File: config.mk
export PLATFORM = sky130hd
export DESIGN_NAME = zgp_ctrl
export DESIGN_NICKNAME = d
export VERILOG_FILES = /design/src/design/zgp_pkg.sv /design/src/design/zgp_ctrl.sv
export SDC_FILE = /design/constraint.sdc
export NUM_CORES = 1
export LEC_CHECK = 0
export ABC_AREA = 1
export BUFFER_PORTS_ARGS = -buffer_cell sky130_fd_sc_hd__buf_2
export CORE_AREA = 2 2 39 41
export DETAILED_ROUTE_END_ITERATION = 6
export DIE_AREA = 0 0 41 43
export MAX_ROUTING_LAYER = met4
export PLACE_DENSITY = 0.67
export SYNTH_ARGS = -nofsm -noshare
export SYNTH_HDL_FRONTEND = slang
export SYNTH_SLANG_ARGS = --single-unit
export TNS_END_PERCENT = 100
File: constraint.sdc
create_clock -name clk_i -period 2.72 [get_ports clk_i]
set_clock_uncertainty 0.1 [all_clocks]
set_input_delay 0 -clock clk_i [delete_from_list [all_inputs] [get_ports clk_i]]
set_output_delay 0 -clock clk_i [all_outputs]
set_load 0.1 [all_outputs]
File: src/design/zgp_pkg.sv
`default_nettype none
package zgp_pkg;

  localparam int WIDTH     = 40;
  localparam int HEIGHT    = 26;
  localparam int CELLS     = WIDTH * HEIGHT;
  localparam int ADDR_W    = $clog2(CELLS);
  localparam int COL_W     = $clog2(WIDTH);
  // signed width for y*WIDTH+x+count over the whole parameter range
  localparam int CALC_W    = 16;
  localparam int ATTR_COLS = 3;

  localparam logic [7:0] FAR_DEPTH   = 8'hFF;
  localparam logic [7:0] SPACE_GLYPH = 8'h20;

  typedef enum logic [1:0] {
    OP_CLEAR = 2'd0,
    OP_PLOT  = 2'd1,
    OP_SPAN  = 2'd2,
    OP_READ  = 2'd3
  } op_e;

  typedef struct packed {
    op_e                op;
    logic signed [7:0]  x;
    logic signed [7:0]  y;
    logic signed [7:0]  count;
    logic [7:0]         depth;
    logic [7:0]         glyph;
    logic [10:0]        read_address;
  } zgp_in_t;

  typedef struct packed {
    logic [7:0] cell_glyph;
    logic [7:0] cell_depth;
    logic [6:0] cells_written;
  } zgp_out_t;

  typedef struct packed {
    logic load;
    logic read_issue;
    logic clr_init;
    logic clr_step;
    logic setup;
    logic test_rd;
    logic skip;
    logic cmp_wr;
    logic finish;
  } zgp_cmd_t;

  typedef struct packed {
    op_e  op;
    logic k_zero;
    logic addr_ok;
    logic clr_last;
    logic out_busy;
  } zgp_status_t;

endpackage
`default_nettype wire

File: src/design/zgp_ctrl.sv
`default_nettype none
module zgp_ctrl (
  input  wire logic                clk_i,
  input  wire logic                rst_ni,
  input  wire logic                in_valid_i,
  output logic                     in_stall_o,
  input  wire zgp_pkg::zgp_status_t status_i,
  output zgp_pkg::zgp_cmd_t        cmd_o
);
  import zgp_pkg::*;

  typedef enum logic [6:0] {
    ST_IDLE   = 7'b0000001,
    ST_SETUP  = 7'b0000010,
    ST_CLEAR  = 7'b0000100,
    ST_TEST   = 7'b0001000,
    ST_CMPWR  = 7'b0010000,
    ST_RDWAIT = 7'b0100000,
    ST_FINISH = 7'b1000000
  } state_e;

  state_e state_q, state_d;

  assign in_stall_o = (state_q != ST_IDLE);

  always_comb begin
    state_d = state_q;
    cmd_o   = '0;
    unique case (state_q)
      ST_IDLE: begin
        if (in_valid_i) begin
          cmd_o.load = 1'b1;
          state_d    = ST_SETUP;
        end
      end
      ST_SETUP: begin
        unique case (status_i.op)
          OP_CLEAR: begin
            cmd_o.clr_init = 1'b1;
            state_d        = ST_CLEAR;
          end
          OP_READ: begin
            cmd_o.read_issue = 1'b1;
            state_d          = ST_RDWAIT;
          end
          default: begin
            cmd_o.setup = 1'b1;
            state_d     = ST_TEST;
          end
        endcase
      end
      ST_CLEAR: begin
        cmd_o.clr_step = 1'b1;
        if (status_i.clr_last) begin
          state_d = ST_FINISH;
        end
      end
      ST_TEST: begin
        priority if (status_i.k_zero) begin
          state_d = ST_FINISH;
        end else if (status_i.addr_ok) begin
          cmd_o.test_rd = 1'b1;
          state_d       = ST_CMPWR;
        end else begin
          // cell outside the store: drop it
          cmd_o.skip = 1'b1;
        end
      end
      ST_CMPWR: begin
        cmd_o.cmp_wr = 1'b1;
        state_d      = ST_TEST;
      end
      ST_RDWAIT: begin
        state_d = ST_FINISH;
      end
      ST_FINISH: begin
        if (!status_i.out_busy) begin
          cmd_o.finish = 1'b1;
          state_d      = ST_IDLE;
        end
      end
      default: begin
        state_d = ST_IDLE;
      end
    endcase
  end

  always_ff @(posedge clk_i or negedge rst_ni) begin
    if (!rst_ni) begin
      state_q <= ST_IDLE;
    end else begin
      state_q <= state_d;
    end
  end

endmodule
`default_nettype wire

# --- Word-level counts from Yosys, hierarchy flattened ---
# Cells that the tools add are included.
totals:
  romBits: 0
  ff_bits: 7
  ram_bits: 0
  latchBits: 0
  input_bits: 9
  elab_cells: 39
  output_inout_bits: 10
  n_memories: 0
op_classes:
  eq_ne: 13
  multipliers: 0
  reduce_logical: 3
  magnitude_cmp: 0
  muxes: 22
  bitwise_logic: 0
  n_shift: 0
  addsub: 0
  n_div: 0
ops:
  columns: ["cell", "n"]
  rows:
  - ["$pmux 7 s7", 1]
  - ["$mux 7", 5]
  - ["$mux 1", 12]
  - ["$pmux 6 s2", 1]
  - ["$eq 7x1->1 const B", 1]
  - ["$eq 7x2->1 const B", 1]
  - ["$eq 7x3->1 const B", 1]
  - ["$eq 7x4->1 const B", 1]
  - ["$eq 7x5->1 const B", 1]
  - ["$eq 7x6->1 const B", 1]
  - ["$eq 7x7->1 const B", 1]
  - ["$ne 7x1->1 const B", 1]
  - ["$mux 2", 3]
  - ["$ne 2x2->1 const B", 3]
  - ["$reduce_and 4->1", 1]
  - ["$ne 3x3->1 const B", 1]
  - ["$eq 2x2->1 const B", 1]
  - ["$logic_not 2->1", 1]
  - ["$reduce_or 2->1", 1]

# --- Longest topological paths before layout ---
logic_depth:
  depth_word: 4
  mapped_depth: 9
  mapped_depth_nobuf: 9

# --- Least setup slack after synthesis ---
# No wires, ideal clock.
synth_path:
  kind: "register -> output"
  startpoint: "register state_q[5]"
  endpoint: "output cmd_o[3] (netlist name)"
  path_buffers: 0
  stages_incl_launch_ff: 6
  setup_slack_ns: -0.228
  required_time_ns: 2.620
  arrival_time_ns: 2.848
  path_cell_list: "dfrtp_1 > nor2_2 > nand2_4 > nor2_4 > inv_2 > nor3_1"
synth_lines:
  columns: ["element", "line", "source"]
  rows:
  - ["start: declaration", "zgp_ctrl.sv:22", "state_e state_q, state_d;"]
  - ["start signal: assignment", "zgp_ctrl.sv:92", "state_q <= state_d;"]
  - ["end: declaration", "zgp_ctrl.sv:8", "output zgp_pkg::zgp_cmd_t cmd_o"]

==> run metrics <==
clk root buf clkbuf_4; sequential share of power 0.225; Tmin final 1900 ps; WS Path Type flop to output pin; max cap viols 0; cells on worst reg2reg path 6; status finished clean; vias in the first global route ~540; clock buffer depth 2; critical path fanouts, max 4; Worst slew margin 0.675; Reg with most FFs state_q; synthesized instance count 84; WL per Instance a little under 10 um; Initial Util 0.409; RSZ-0062 raised after global routing false; Port Buf Inserts 18; via count roughly 580; Routed Wire Length 1260 um; final instance area 769 um2; area share of the largest cell type after synthesis 0.265; part of the power in combinational logic 0.639; element type at the critical path end output pin; Filler cells approximately 130; Die H 43 um; setup TNS 0 ps; Worst EP required 2620 ps; Fmax 527 MHz; clock-pin transition on the worst setup and hold timing paths 50 ps; final core occ 0.556; Ys Warns 0; Cell Pwr Density about 870 mW/mm2; CTS Hold Bufs 7; global-route wire length before repair 2110 um; hold crit path type primary input to flop; biggest regs state_q (7); sequential area share after synthesis 0.312; syn_area_per_cell slightly below 7 um2; sw frac 0.584; number of synthesized register bits 7; Pwr Total between 0.6 and 0.7 mW; Critical R2R Capture state_q[4]; Pint 0.280 mW; # DRC 0; Leak Pwr around 0.46 nW; crit start category flop; DR vias/cell 4.52; worst skew pair latency 240 ps; post-route ant nets 0; Worst Tran Pin Value slightly below 500 ps; post-synthesis cell area 566 um2; CP Launch Point state_q[1]; Core Region ~0.0014 mm2; RR Startpoint state_q[1]; Post-CTS Setup Inserts 0; # resized after CTS 0; GPL Wtd Cong 0.783; worst ir drop on vdd 0.510 mV; cts bufs inserted 3; most frequent cells in the layout 20 x nand2_1, 18 x buf_2, 17 x inv_1, 14 x nor2_1, 7 x dlygate4sd3_1; largest net degree at the start of global routing 7; DRT Pass-1 Iters 4; die area 0.00176 mm2; critical path arrival 1800 ps; top area cells in the synthesized netlist dfrtp_1 27%, nand2_1 13%, inv_1 11%, nor2_1 9.3%, ha_1 6.6%; cells along the critical path nor2_2 > nand2_1 > nor2_4 > inv_2 > nor2_2 > nand2_1 > inv_1 > buf_2; Clk pwr share 0.136; Total GRT Usage 0.184; Largest register FFs 7; initial antenna violation count 0; CP endpoint cmd_o[2]; nets between 100 and 150; CP max stage delay 410 ps; Placed Area 673 um2; r2r setup slk 920 ps; leading area contributor after synthesis dfrtp_1; share of cells above drive strength 1 0.321; most common cell after layout, fill and taps aside nand2_1; Clock Sinks 7; count of final hold-check violations 0; 1st-iter DRT viols 12; num rows 14; Net Count, Synth 96; TritonCTS clock tree built; ant diodes 0; die width 41 um; Layout area overhead 36.1%; overflow left after global routing 0; Final setup violation count 0; hpwl dp between 1000 and 1500 um; switching power total 0.392 mW; max-slew violations 0; htree depth 1; slowest CP cell buf_2; synth unique cells 17; # IOs 19; period utilization 0.697
-- power groups by stage --
stage	Combinational, mW	Sequential (mW)	Clock [mW]
floorplan	0.358	0.150	0
detailed placement	0.421	0.153	0
finish	0.430	0.151	0.0915
global placement	0.417	0.152	0
CTS	0.429	0.151	0.0975
global route	0.465	0.154	0.101
-- worst max-delay path: cells and delay by family (launching register included) --
kind	cells	cell delay, ps
DFF	1	390
buffers and inverters	3	530
and+or+nand+nor	5	620
-- worst min-delay path by stage --
| stage | from | slack (ps) | cells past startpoint | to |
|---|---|---|---|---|
| floorplan | rst_ni | -400 | 0 | state_q[1] |
| global placement | rst_ni | -260 | 1 | state_q[1] |
| finish | status_i[2] | 30 | 4 | state_q[3] |
| detailed placement | rst_ni | -260 | 1 | state_q[1] |
| global route | status_i[2] | 70 | 4 | state_q[3] |
| CTS | status_i[2] | 10 | 4 | state_q[3] |
-- synthesized netlist by cell type --
library cell and n:
dfstp_2 1, nor3_1 4, inv_2 1, nand2_4 1, nand3b_1 2, nand3_2 1, nor2_4 3, o21ai_0 1
nand2_2 1, nor2_2 6, dfrtp_1 6, buf_4 1, nand2_1 20, nand3_1 2, nor2_1 14, inv_1 17
ha_1 3
-- area by class of cell --
type | count | area [um2] | area share
clock buffers | 4 | 26.3 | 0.0341
well taps | 16 | 20.0 | 0.0260
inverters | 18 | 67.6 | 0.0878
repair buffers | 25 | 160 | 0.208
flip-flops and latches | 7 | 176 | 0.229
multi-input cells | 58 | 319 | 0.415
-- cell families after synthesis --
logic type                 share of synthesized area
and+or+nand+nor                                0.480
buffers and inverters                          0.133
DFF                                            0.312
adders and majority gates                     0.0664
AOI/OAI and AO/OA                            0.00884
-- through the flow --
step,cells,hold slack (ps),worst slack [ps]
2_1_floorplan,84,-396,4.60
3_3_place_gp,117,-265,1120
3_5_place_dp,117,-263,1080
4_1_cts,128,14.2,799
5_1_grt,128,71.6,698
6_report,128,25.4,824
-- routing by layer --
metal / routed length [um] / vias to the layer above / global-route usage / share of wire
li1: - / 302 / - / -
met1: 548 / 259 / 0.205 / 0.44
met2: 623 / 16 / 0.284 / 0.50
met3: 58 / 2 / 0.0471 / 0.046
met4: 25 / 0 / 0.100 / 0.020
met5: 0 / - / - / 0
Note: power is estimated with default switching activity, not from simulation.
